===== src/rtl/grr_pkg.sv =====
// ----------------------------------------------------------------------------
// grr_pkg
// Shared types and constants for the group reverse reorder block.
// ----------------------------------------------------------------------------
package grr_pkg;

   localparam int MAX_GROUP = 16;
   localparam int DATA_W    = 32;
   localparam int CNT_W     = $clog2(MAX_GROUP + 1);
   localparam int IDX_W     = $clog2(MAX_GROUP);
   localparam int SIZE_W    = 5;

   typedef logic signed [DATA_W-1:0] data_type;
   typedef logic [CNT_W-1:0]         cnt_type;
   typedef logic [IDX_W-1:0]         idx_type;

   typedef enum logic {
      ST_LOAD,
      ST_EMIT
   } state_type;

   typedef struct packed {
      logic    shift_up;
      logic    shift_down;
      idx_type rd_idx;
   } chain_ctl_type;

endpackage


===== src/rtl/grr_req_if.sv =====
// ----------------------------------------------------------------------------
// grr_req_if
// Input channel: one sequence element per transfer.
// ----------------------------------------------------------------------------
interface grr_req_if;
   logic                   valid;
   logic                   ready;
   logic signed [31:0]     value;
   logic                   seq_end;

   modport source (output valid, output value, output seq_end, input ready);
   modport sink   (input valid, input value, input seq_end, output ready);
endinterface


===== src/rtl/grr_rsp_if.sv =====
// ----------------------------------------------------------------------------
// grr_rsp_if
// Result channel: one reordered element per transfer.
// ----------------------------------------------------------------------------
interface grr_rsp_if;
   logic                   valid;
   logic                   ready;
   logic signed [31:0]     out_value;
   logic                   run_end;
   logic                   out_seq_end;

   modport source (output valid, output out_value, output run_end, output out_seq_end,
                   input ready);
   modport sink   (input valid, input out_value, input run_end, input out_seq_end,
                   output ready);
endinterface


===== src/rtl/grr_cell.sv =====
// ----------------------------------------------------------------------------
// grr_cell
// One storage cell of the element chain; loads from either neighbor.
// ----------------------------------------------------------------------------
module grr_cell (
   input  logic              clock,
   input  logic              shift_up,
   input  logic              shift_down,
   input  grr_pkg::data_type from_below,
   input  grr_pkg::data_type from_above,
   output grr_pkg::data_type data_out
);

   grr_pkg::data_type data_ff;
   grr_pkg::data_type data_in;

   always_comb begin
      data_in = data_ff;
      if (shift_up) begin
         data_in = from_below;
      end else if (shift_down) begin
         data_in = from_above;
      end
   end

   always_ff @(posedge clock) begin
      data_ff <= data_in;
   end

   assign data_out = data_ff;

endmodule


===== src/rtl/grr_chain.sv =====
// ----------------------------------------------------------------------------
// grr_chain
// Row of cells; newest element at cell 0, pops toward cell 0.
// ----------------------------------------------------------------------------
module grr_chain (
   input  logic                  clock,
   input  grr_pkg::chain_ctl_type ctl,
   input  grr_pkg::data_type     in_data,
   output grr_pkg::data_type     head_data,
   output grr_pkg::data_type     sel_data
);

   grr_pkg::data_type cell_q [grr_pkg::MAX_GROUP];

   for (genvar i = 0; i < grr_pkg::MAX_GROUP; i++) begin : g_cell
      grr_pkg::data_type below;
      grr_pkg::data_type above;

      if (i == 0) begin : g_first
         assign below = in_data;
      end else begin : g_mid
         assign below = cell_q[i-1];
      end

      if (i == grr_pkg::MAX_GROUP - 1) begin : g_last
         assign above = '0;
      end else begin : g_up
         assign above = cell_q[i+1];
      end

      grr_cell u_cell (
         .clock      (clock),
         .shift_up   (ctl.shift_up),
         .shift_down (ctl.shift_down),
         .from_below (below),
         .from_above (above),
         .data_out   (cell_q[i])
      );
   end

   assign head_data = cell_q[0];
   assign sel_data  = cell_q[ctl.rd_idx];

endmodule


===== src/rtl/grr_ctrl.sv =====
// ----------------------------------------------------------------------------
// grr_ctrl
// Fill counter, group size register and load/emit sequencing.
// ----------------------------------------------------------------------------
module grr_ctrl (
   input  logic                   clock,
   input  logic                   reset,
   grr_req_if.sink                req_if,
   grr_rsp_if.source              rsp_if,
   input  logic                   csr_wr_en,
   input  logic [grr_pkg::SIZE_W-1:0] csr_wr_data,
   input  grr_pkg::data_type      head_data,
   input  grr_pkg::data_type      sel_data,
   output grr_pkg::chain_ctl_type ctl
);

   grr_pkg::state_type        state_ff, state_in;
   grr_pkg::cnt_type          fill_ff, fill_in;
   logic                      reverse_ff, reverse_in;
   logic                      send_ff, send_in;
   logic [grr_pkg::SIZE_W-1:0] size_ff, size_in;

   grr_pkg::cnt_type eff_size;
   grr_pkg::cnt_type stored_cnt;
   logic             req_xfer;
   logic             rsp_xfer;
   logic             has_room;

   assign size_in  = csr_wr_en ? csr_wr_data : size_ff;
   assign req_xfer = req_if.valid && req_if.ready;
   assign rsp_xfer = rsp_if.valid && rsp_if.ready;
   assign has_room = fill_ff < grr_pkg::CNT_W'(grr_pkg::MAX_GROUP);

   always_comb begin
      if (size_ff == '0) begin
         eff_size = grr_pkg::CNT_W'(1);
      end else if (grr_pkg::CNT_W'(size_ff) > grr_pkg::CNT_W'(grr_pkg::MAX_GROUP)) begin
         eff_size = grr_pkg::CNT_W'(grr_pkg::MAX_GROUP);
      end else begin
         eff_size = grr_pkg::CNT_W'(size_ff);
      end
   end

   assign stored_cnt = has_room ? fill_ff + grr_pkg::CNT_W'(1) : fill_ff;

   // next state
   always_comb begin
      state_in   = state_ff;
      fill_in    = fill_ff;
      reverse_in = reverse_ff;
      send_in    = send_ff;
      case (state_ff)
         grr_pkg::ST_LOAD: begin
            if (req_xfer) begin
               fill_in = stored_cnt;
               send_in = req_if.seq_end;
               if (stored_cnt >= eff_size) begin
                  reverse_in = 1'b1;
                  state_in   = grr_pkg::ST_EMIT;
               end else if (req_if.seq_end) begin
                  reverse_in = 1'b0;
                  state_in   = grr_pkg::ST_EMIT;
               end
            end
         end
         grr_pkg::ST_EMIT: begin
            if (rsp_xfer) begin
               fill_in = fill_ff - grr_pkg::CNT_W'(1);
               if (fill_ff == grr_pkg::CNT_W'(1)) begin
                  state_in = grr_pkg::ST_LOAD;
               end
            end
         end
         default: begin
            state_in = grr_pkg::ST_LOAD;
            fill_in  = '0;
         end
      endcase
   end

   // outputs
   always_comb begin
      req_if.ready       = 1'b0;
      rsp_if.valid       = 1'b0;
      ctl.shift_up       = 1'b0;
      ctl.shift_down     = 1'b0;
      ctl.rd_idx         = grr_pkg::IDX_W'(fill_ff - grr_pkg::CNT_W'(1));
      rsp_if.out_value   = reverse_ff ? head_data : sel_data;
      rsp_if.run_end     = fill_ff == grr_pkg::CNT_W'(1);
      rsp_if.out_seq_end = (fill_ff == grr_pkg::CNT_W'(1)) && send_ff;
      case (state_ff)
         grr_pkg::ST_LOAD: begin
            req_if.ready = 1'b1;
            ctl.shift_up = req_if.valid && has_room;
         end
         grr_pkg::ST_EMIT: begin
            rsp_if.valid   = 1'b1;
            ctl.shift_down = rsp_if.ready && reverse_ff;
         end
         default: begin
            req_if.ready = 1'b0;
         end
      endcase
   end

   always_ff @(posedge clock) begin
      if (reset) begin
         state_ff   <= grr_pkg::ST_LOAD;
         fill_ff    <= '0;
         reverse_ff <= 1'b0;
         send_ff    <= 1'b0;
         size_ff    <= grr_pkg::SIZE_W'(1);
      end else begin
         state_ff   <= state_in;
         fill_ff    <= fill_in;
         reverse_ff <= reverse_in;
         send_ff    <= send_in;
         size_ff    <= size_in;
      end
   end

   a_emit_nonempty: assert property (@(posedge clock) disable iff (reset)
      state_ff == grr_pkg::ST_EMIT |-> fill_ff != '0)
      else $error("emitting with empty chain");

   a_load_room: assert property (@(posedge clock) disable iff (reset)
      state_ff == grr_pkg::ST_LOAD |-> fill_ff < grr_pkg::CNT_W'(grr_pkg::MAX_GROUP))
      else $error("chain full while loading");

   a_one_side: assert property (@(posedge clock) disable iff (reset)
      !(req_if.ready && rsp_if.valid))
      else $error("input and result sides open together");

   a_run_done: assert property (@(posedge clock) disable iff (reset)
      rsp_xfer && rsp_if.run_end |=> state_ff == grr_pkg::ST_LOAD && fill_ff == '0)
      else $error("run end did not empty the chain");

endmodule


===== src/rtl/group_reverse_reorder_top.sv =====
// ----------------------------------------------------------------------------
// group_reverse_reorder_top
// Reverses a stream of signed words in groups of a programmable size.
//
//   channel  dir  handshake        payload
//   req_if   in   valid/ready      value, seq_end
//   rsp_if   out  valid/ready      out_value, run_end, out_seq_end
//   csr      in   csr_wr_en        csr_wr_data (group size)
//
// Each element shifts into the cell chain on an input transfer and leaves it
// on a result transfer. A group cut short by seq_end leaves in arrival order.
// Input and output phases alternate; no input is taken while a group drains.
// Synchronous reset empties the chain and sets the group size to one.
// A stalled result holds its payload; cells do not move until transfer.
// ----------------------------------------------------------------------------
module group_reverse_reorder_top (
   input  logic                       clock,
   input  logic                       reset,
   grr_req_if.sink                    req_if,
   grr_rsp_if.source                  rsp_if,
   input  logic                       csr_wr_en,
   input  logic [grr_pkg::SIZE_W-1:0] csr_wr_data
);

   grr_pkg::chain_ctl_type ctl;
   grr_pkg::data_type      head_data;
   grr_pkg::data_type      sel_data;

   grr_ctrl u_ctrl (
      .clock       (clock),
      .reset       (reset),
      .req_if      (req_if),
      .rsp_if      (rsp_if),
      .csr_wr_en   (csr_wr_en),
      .csr_wr_data (csr_wr_data),
      .head_data   (head_data),
      .sel_data    (sel_data),
      .ctl         (ctl)
   );

   grr_chain u_chain (
      .clock     (clock),
      .ctl       (ctl),
      .in_data   (req_if.value),
      .head_data (head_data),
      .sel_data  (sel_data)
   );

endmodule

===== src/flat_wrapper.sv =====
// flat-port wrapper written by rule: the top's interface ports become plain ports
module group_reverse_reorder_top_flat 
  (clock, reset, csr_wr_en, csr_wr_data, req_if_valid, req_if_value, req_if_seq_end, req_if_ready, rsp_if_valid, rsp_if_out_value, rsp_if_run_end, rsp_if_out_seq_end, rsp_if_ready);
  grr_req_if req_if_i ();
  grr_rsp_if rsp_if_i ();
  input  logic clock;
  input  logic reset;
  input  logic csr_wr_en;
  input  logic [grr_pkg::SIZE_W-1:0] csr_wr_data;
  input wire logic [$bits(req_if_i.valid)-1:0] req_if_valid;
  input wire logic [$bits(req_if_i.value)-1:0] req_if_value;
  input wire logic [$bits(req_if_i.seq_end)-1:0] req_if_seq_end;
  output wire logic [$bits(req_if_i.ready)-1:0] req_if_ready;
  output wire logic [$bits(rsp_if_i.valid)-1:0] rsp_if_valid;
  output wire logic [$bits(rsp_if_i.out_value)-1:0] rsp_if_out_value;
  output wire logic [$bits(rsp_if_i.run_end)-1:0] rsp_if_run_end;
  output wire logic [$bits(rsp_if_i.out_seq_end)-1:0] rsp_if_out_seq_end;
  input wire logic [$bits(rsp_if_i.ready)-1:0] rsp_if_ready;
  assign req_if_i.valid = req_if_valid;
  assign req_if_i.value = req_if_value;
  assign req_if_i.seq_end = req_if_seq_end;
  assign req_if_ready = req_if_i.ready;
  assign rsp_if_valid = rsp_if_i.valid;
  assign rsp_if_out_value = rsp_if_i.out_value;
  assign rsp_if_run_end = rsp_if_i.run_end;
  assign rsp_if_out_seq_end = rsp_if_i.out_seq_end;
  assign rsp_if_i.ready = rsp_if_ready;
  group_reverse_reorder_top u_core (.clock(clock), .reset(reset), .req_if(req_if_i), .rsp_if(rsp_if_i), .csr_wr_en(csr_wr_en), .csr_wr_data(csr_wr_data));
endmodule

===== config.mk =====
export PLATFORM = sky130hd
export DESIGN_NAME = group_reverse_reorder_top_flat
export DESIGN_NICKNAME = d
export VERILOG_FILES = /design/src/rtl/grr_pkg.sv /design/src/rtl/grr_req_if.sv /design/src/rtl/grr_rsp_if.sv /design/src/rtl/grr_cell.sv /design/src/rtl/grr_chain.sv /design/src/rtl/grr_ctrl.sv /design/src/rtl/group_reverse_reorder_top.sv /design/src/flat_wrapper.sv
export SDC_FILE = /design/constraint.sdc
export NUM_CORES = 1
export LEC_CHECK = 0
export ABC_AREA = 1
export ABC_CLOCK_PERIOD_IN_PS = 4600
export BUFFER_PORTS_ARGS = -buffer_cell sky130_fd_sc_hd__buf_2
export CAP_MARGIN = 20
export CORE_ASPECT_RATIO = 2
export CORE_MARGIN = 2
export CORE_UTILIZATION = 45
export DETAILED_ROUTE_END_ITERATION = 8
export PLACE_DENSITY = 0.6
export SLEW_MARGIN = 20
export SYNTH_ARGS = -nofsm -noshare
export SYNTH_HDL_FRONTEND = slang
export SYNTH_HIERARCHICAL = 1
export SYNTH_SLANG_ARGS = --single-unit

===== constraint.sdc =====
create_clock -name clock -period 4.6 [get_ports clock]
set_input_delay 0.46 -clock clock [delete_from_list [all_inputs] [get_ports clock]]
set_output_delay 0.46 -clock clock [all_outputs]
set_load 0.05 [all_outputs]

==> impl_metrics.py, run 1 <==
metrics = {
    "cts": {
        "htree_levels": 2,
        "post_cts_resize_count": 0,
        "cts_sinks": 525,
        "cts_setup_buffers": 0,
        "cts_tree": "yes",
        "clock_latency_ns": 0.60,
        "numCtsBuffers": 49,
        "clockRootBuffer": "clkbuf_16",
        "postCtsHoldBufs": 0,
        "cts.clk_slew.worst_paths_ns": 0.06,
        "clk_path_buf_depth": 3,
    },
    "routing": {
        "drc_errors": 0,
        "routed_wl_um": 81100,
        "dr.pass1.iters": 7,
        "routedWlPerCell_um": 16.6,
        "drtIter0Drc": 2364,
        "vias": 24200,
        "drtAntennaViolNets": 0,
        "viasPerCell": 4.96,
    },
    "logic_synthesis": {
        "synth_edf_count": 512,
        "synth.avg_cell_area_um2": 7.60,
        "ys_seq_area_share_pct": 51.5,
        "synth-async-reset-ratio_pct": 0,
        "syn_inst": 3991,
        "synth_ff_type": "edfxtp_1",
        "synth_area_um2": 30300,
        "yosys.cell_types.count": 27,
        "ys_ff_latch": 525,
        "synth_warnings": 6,
    },
    "grt": {
        "gr-total-overflow": 0,
        "grt_pass1_vias": 22900,
        "grt_use_total_pct": 23.3,
        "grt_pass1_wl_um": 130000,
        "antenna_found_initial": 0,
        "grt_max_degree": 147,
    },
    "power_and_ir_drop": {
        "p_clk_share_pct": 17.6,
        "pwr-share-seq_pct": 38.8,
        "power.leakage_nw": 16.0,
        "total_power_mw": 21.9,
        "swShare_pct": 45.4,
        "p_switching_mw": 9.93,
        "p_int_mw": 11.9,
        "p_comb_share_pct": 43.5,
        "ir_drop_v": 0.000929,
        "power_density_nw_per_um2": 684,
    },
    "floorplan": {
        "die_area_um2": 69700,
        "core_area_um2": 66700,
        "pin_count": 79,
        "rows": 134,
        "start_util_pct": 45.5,
        "die_h_um": 371,
        "die_x_um": 188,
    },
    "sta": {
        "hold_viol": 0,
        "setup-tns-final_ns": 0,
        "grt_setup_unrepaired": "no",
        "finalCritPeriodShare_pct": 86.2,
        "fin_crit_ns": 3.97,
        "fin_skew_ns": 0.0347,
        "slew_violations": 0,
        "fmax_mhz": 252,
        "worst_slew_pin_slew_ns": 1.09,
        "slew_headroom_pct": 27.5,
        "setup_viol": 0,
    },
    "final_layout": {
        "antenna_cells": 0,
        "nets": 4006,
        "synthToLayoutAreaGrowth_pct": 5.28,
        "layout_common_cells": "nand2_1, edfxtp_1, inv_1",
        "multi_input_area_um2": 11300,
        "nFillCells": 6804,
        "drive_gt1_share_pct": 5.52,
        "final_common_cell": "nand2_1",
        "seqCellArea_um2": 15600,
    },
    "placed_design": {
        "gp_congestion": 0.841,
        "post-dp-hpwl_um": 51600,
        "port_buffers": 78,
    },
    "setup_path": {
        "start_kind": "flip-flop",
        "cp-end-kind": "output pin",
        "critical_path_class": "reg2out",
        "worstPathArrival_ns": 3.51,
        "crit_fanout": 44,
        "cp-startpoint": "u_core/u_ctrl/fill_ff[0]$_SDFFE_PP0P_",
        "cp.required_ns": 4.14,
        "r2r_start": "u_core/u_ctrl/state_ff$_SDFF_PP0_",
    },
    "job": {
        "drv_cap": 0,
    },
    "run_status": {
        "status": "completed",
    },
    "worst_hold_path": {
        "hold_start": "reset",
        "min-delay-path-class": "in2reg",
    },
}
worst max-delay path, cell delays in order (launching register included):
cell and delay (ns):
dfxtp_1 0.55, inv_8 0.19, ha_1 0.39, inv_4 0.06, inv_4 0.47, buf_4 0.42, nand3_1 0.13, nand3_1 0.09
nand3_1 0.09, nand2_1 0.09, nand2_1 0.05, nand2_1 0.09, buf_2 0.26
path summary, 6_finish.rpt:
kind,end,slack [ns],depth (start not counted)
max,rsp_if_out_value[6],0.63,12
min,u_core/u_ctrl/state_ff$_SDFF_PP0_,0.06,2
max reg2reg,u_core/u_chain/g_cell[2].u_cell/data_out[15]$_DFFE_PP_,1.69,3
min reg2reg,u_core/u_ctrl/send_ff$_SDFFE_PP0P_,0.46,2
power groups by stage:
stage	clock network [mW]	logic (mW)	registers [mW]
CTS	3.96	9.50	8.48
global placement	0	9.41	8.55
detailed placement	0	9.47	8.56
finish	3.86	9.52	8.49
global route	4.09	10.6	8.68
floorplan	0	7.38	8.13
metrics by stage:
| stage | utilization [%] | setup WS [ns] | instance area, um^2 | hold WS (ns) | std cells |
|---|---|---|---|---|---|
| 5_1_grt | 47.9 | 0.399 | 31900 | 0.0658 | 4872 |
| 4_1_cts | 47.9 | 0.579 | 31900 | 0.0399 | 4872 |
| 3_3_place_gp | 45.7 | 1.26 | 30500 | 0.451 | 4788 |
| 2_1_floorplan | - | 1.96 | 30500 | 0.430 | 4022 |
| 6_report | 47.9 | 0.633 | 31900 | 0.0639 | 4872 |
| 3_5_place_dp | 45.7 | 1.24 | 30500 | 0.456 | 4788 |
Yosys cell counts, types with 8 or more instances:
cell,n,area [um^2]
nand2_1,2341,8790
edfxtp_1,512,15400
inv_1,407,1530
nand3_1,396,1980
buf_6,93,1050
buf_2,55,275
buf_4,54,405
clkbuf_1,17,63.8
inv_4,17,106
nor2_1,17,63.8
or2_2,16,100
dfxtp_1,13,260
a21oi_1,12,60.1
o21ai_0,12,60.1
ha_1,8,100
cells by family (layout without fill, tap and decap cells):
group	after synthesis	count (layout)	synth area share [%]
simple gates	2775	2775	36.2
buf+inv	655	621	11.5
fa+ha+maj	8	8	0.330
other cells	1	32	0.0124
xor+xnor	1	1	0.0289
compound gates	26	26	0.437
flops	525	525	51.5
cell type report:
type | count | share of cell area (%)
inverter | 429 | 5.25
tap | 884 | 3.46
timing repair buffer | 108 | 2.41
clock buffer | 58 | 4.08
sequential | 525 | 48.9
clock inverter | 26 | 0.372
multi-input combinational | 2842 | 35.5
state kept, by name, summed over array words and instances (netlist names):
| name | flops |
|---|---|
| u_core/u_ctrl/send_ff | 1 |
| u_core/u_ctrl/reverse_ff | 1 |
| u_core/u_ctrl/state_ff | 1 |
| u_core/u_ctrl/size_ff | 5 |
| u_core/u_ctrl/fill_ff | 5 |
| u_core/u_chain/g_cell.u_cell/data_out | 512 |
routing by layer:
layer	GRT usage [%]	vias up	routed length, um
li1	-	12200	-
met1	32.3	11000	36000
met2	39.2	807	38300
met3	2.27	103	5050
met4	5.83	0	1660
met5	0	-	0
Note: power is estimated with default switching activity, not from simulation.
==> run 2, diff against run 1 <==
- REMOVE_ABC_BUFFERS: default -> 1
==> run 2 against run 1 <==
Sequential power hardly changed; non-clock buffer count stayed put; first-iteration DRC count is 3.1% higher; critical path depth is 1 higher; via count is 2.6% higher; power is 2.4% higher; routed wire length is 11% higher; final cell count is 0.12% higher; flip-flop and latch count stayed put; core utilization is 0.16 points higher; critical path type unchanged; critical endpoint is now rsp_if_out_value[29]; largest cell class unchanged.
==> impl_metrics.py, run 2 (same netlist as run 1, synthesis figures left out) <==
metrics = {
    "sta": {
        "fin_ws_ns": 0.505,
        "hold_viol": 0,
        "fin_skew_ns": 0.0132,
        "fin_crit_ns": 4.09,
        "worst_slew_pin_slew_ns": 1.19,
        "hold_ws_ns": 0.0679,
        "slew_headroom_pct": 20.7,
        "finalCritPeriodShare_pct": 89.0,
        "grt_setup_unrepaired": "no",
        "fmax_mhz": 244,
        "slew_violations": 0,
        "setup_viol": 0,
    },
    "setup_path": {
        "critical_path_class": "reg2out",
        "timing.rr.end": "u_core/u_chain/g_cell[13].u_cell/data_out[27]$_DFFE_PP_",
        "cp-end-kind": "output pin",
        "r2r_start": "u_core/u_ctrl/state_ff$_SDFF_PP0_",
        "crit_fanout": 62,
        "reg2reg_slack_ns": 1.64,
        "start_kind": "flip-flop",
        "cp.required_ns": 4.14,
        "cp-startpoint": "u_core/u_ctrl/fill_ff[0]$_SDFFE_PP0P_",
        "worstPathArrival_ns": 3.63,
        "cp-endpoint": "rsp_if_out_value[29]",
        "reg2regPathDepth": 9,
    },
    "cts": {
        "numCtsBuffers": 50,
        "cts.clk_slew.worst_paths_ns": 0.06,
        "postCtsHoldBufs": 0,
        "clk_path_buf_depth": 3,
        "cts_tree": "yes",
        "htree_levels": 2,
        "cts_setup_buffers": 0,
        "clock_latency_ns": 0.60,
        "post_cts_resize_count": 0,
        "clockRootBuffer": "clkbuf_16",
        "cts_sinks": 525,
    },
    "power_and_ir_drop": {
        "swShare_pct": 45.8,
        "total_power_mw": 22.4,
        "power_density_nw_per_um2": 699,
        "ir_drop_v": 0.000685,
        "pwr-share-seq_pct": 37.8,
        "power.leakage_nw": 16.1,
        "p_clk_share_pct": 18.4,
        "p_switching_mw": 10.3,
        "p_comb_share_pct": 43.8,
        "p_int_mw": 12.1,
    },
    "floorplan": {
        "rows": 134,
        "pin_count": 79,
        "die_h_um": 371,
        "start_util_pct": 45.5,
        "die_x_um": 188,
        "die_area_um2": 69700,
        "core_area_um2": 66700,
    },
    "run_status": {
        "status": "completed",
    },
    "grt": {
        "grt_pass1_wl_um": 138000,
        "busiest_layer": "met2",
        "grt_max_degree": 131,
        "grt_use_met2_pct": 45.1,
        "grt.met3_usage_pct": 2.55,
        "gr-total-overflow": 0,
        "met1_usage_pct": 32.9,
        "grt_pass1_vias": 23500,
        "antenna_found_initial": 0,
        "grt_use_total_pct": 25.6,
    },
    "routing": {
        "dr.pass1.iters": 5,
        "viasPerCell": 5.08,
        "vias": 24800,
        "routedWlPerCell_um": 18.4,
        "drtAntennaViolNets": 0,
        "drtIter0Drc": 2437,
        "routed_wl_um": 89900,
        "drc_errors": 0,
    },
    "placed_design": {
        "post-dp-hpwl_um": 52000,
        "detailed_place.area_um2": 30500,
        "gp_congestion": 0.811,
        "port_buffers": 78,
        "dp_slack_ns": 1.14,
    },
    "final_layout": {
        "final_util_pct": 48.0,
        "final_area_um2": 32100,
        "nFillCells": 6830,
        "final_common_cell": "nand2_1",
        "antenna_cells": 0,
        "nets": 4007,
        "drive_gt1_share_pct": 5.61,
        "seqCellArea_um2": 15600,
        "synthToLayoutAreaGrowth_pct": 5.63,
        "multi_input_area_um2": 11400,
        "largest_register_ffs": 512,
        "layout_common_cells": "nand2_1, edfxtp_1, inv_1",
    },
    "job": {
        "drv_cap": 0,
    },
    "worst_hold_path": {
        "min-delay-path-class": "in2reg",
    },
}
==> run 2: cell count changes in the layout (fill, tap and decap cells not counted), moves of 2 or more <==
cell	previous run	this run
clkbuf_1	7	11
clkinv_1	12	10
or2_2	16	8
clkinv_2	13	11
buf_12	12	9
buf_4	17	21
bufinv_16	0	2
or2_4	0	8
clkbuf_16	51	53
clkinvlp_4	0	2
==> run 2: cell type report <==
cell class | count | share of cell area, %
clock buffers | 65 | 4.31
flip-flops and latches | 525 | 48.8
inverters | 429 | 5.23
clock inverters | 25 | 0.523
well taps | 884 | 3.45
multi-input cells | 2842 | 35.4
repair buffers | 108 | 2.27
==> run 2: worst max-delay path, cell delays in order (launching register included) <==
cell and delay (ns):
dfxtp_1 0.54, inv_8 0.18, ha_1 0.39, inv_4 0.06
inv_4 0.32, buf_12 0.33, buf_4 0.31, nand3_1 0.10
nand3_1 0.09, nand3_1 0.07, nand2_1 0.08, nand2_1 0.06
nand2_1 0.12, buf_2 0.27
==> run 2: worst min path at each step <==
stage | startpoint | slack, ns | cells past startpoint | to
floorplan | u_core/u_ctrl/send_ff$_SDFFE_PP0P_ | 0.43 | 2 | u_core/u_ctrl/send_ff$_SDFFE_PP0P_
global placement | u_core/u_ctrl/send_ff$_SDFFE_PP0P_ | 0.46 | 2 | u_core/u_ctrl/send_ff$_SDFFE_PP0P_
detailed placement | u_core/u_ctrl/send_ff$_SDFFE_PP0P_ | 0.45 | 2 | u_core/u_ctrl/send_ff$_SDFFE_PP0P_
CTS | reset | 0.04 | 2 | u_core/u_ctrl/fill_ff[2]$_SDFFE_PP0P_
global route | reset | 0.07 | 2 | u_core/u_ctrl/state_ff$_SDFF_PP0_
finish | reset | 0.07 | 2 | u_core/u_ctrl/fill_ff[2]$_SDFFE_PP0P_
==> run 2: stage by stage <==
step	instances	setup TNS, ns
final	4878	0
after global routing	4878	0
after CTS	4878	0
after detailed placement	4788	0
after global placement	4788	0
after floorplan	3796	-6326.84
==> run 2: power groups by stage <==
| stage | sequential (mW) | clock, mW | combinational (mW) |
|---|---|---|---|
| after floorplan | 8.15 | 0 | 7.38 |
| after global routing | 8.65 | 4.35 | 10.8 |
| after CTS | 8.46 | 4.21 | 9.77 |
| final | 8.48 | 4.12 | 9.80 |
| after detailed placement | 8.54 | 0 | 9.75 |
| after global placement | 8.55 | 0 | 9.66 |
==> run 2: metal layers <==
layer	vias up	routed length, um
met3	180	5350
met4	0	2720
met1	11500	37200
li1	12200	-
met5	-	0
met2	883	44700
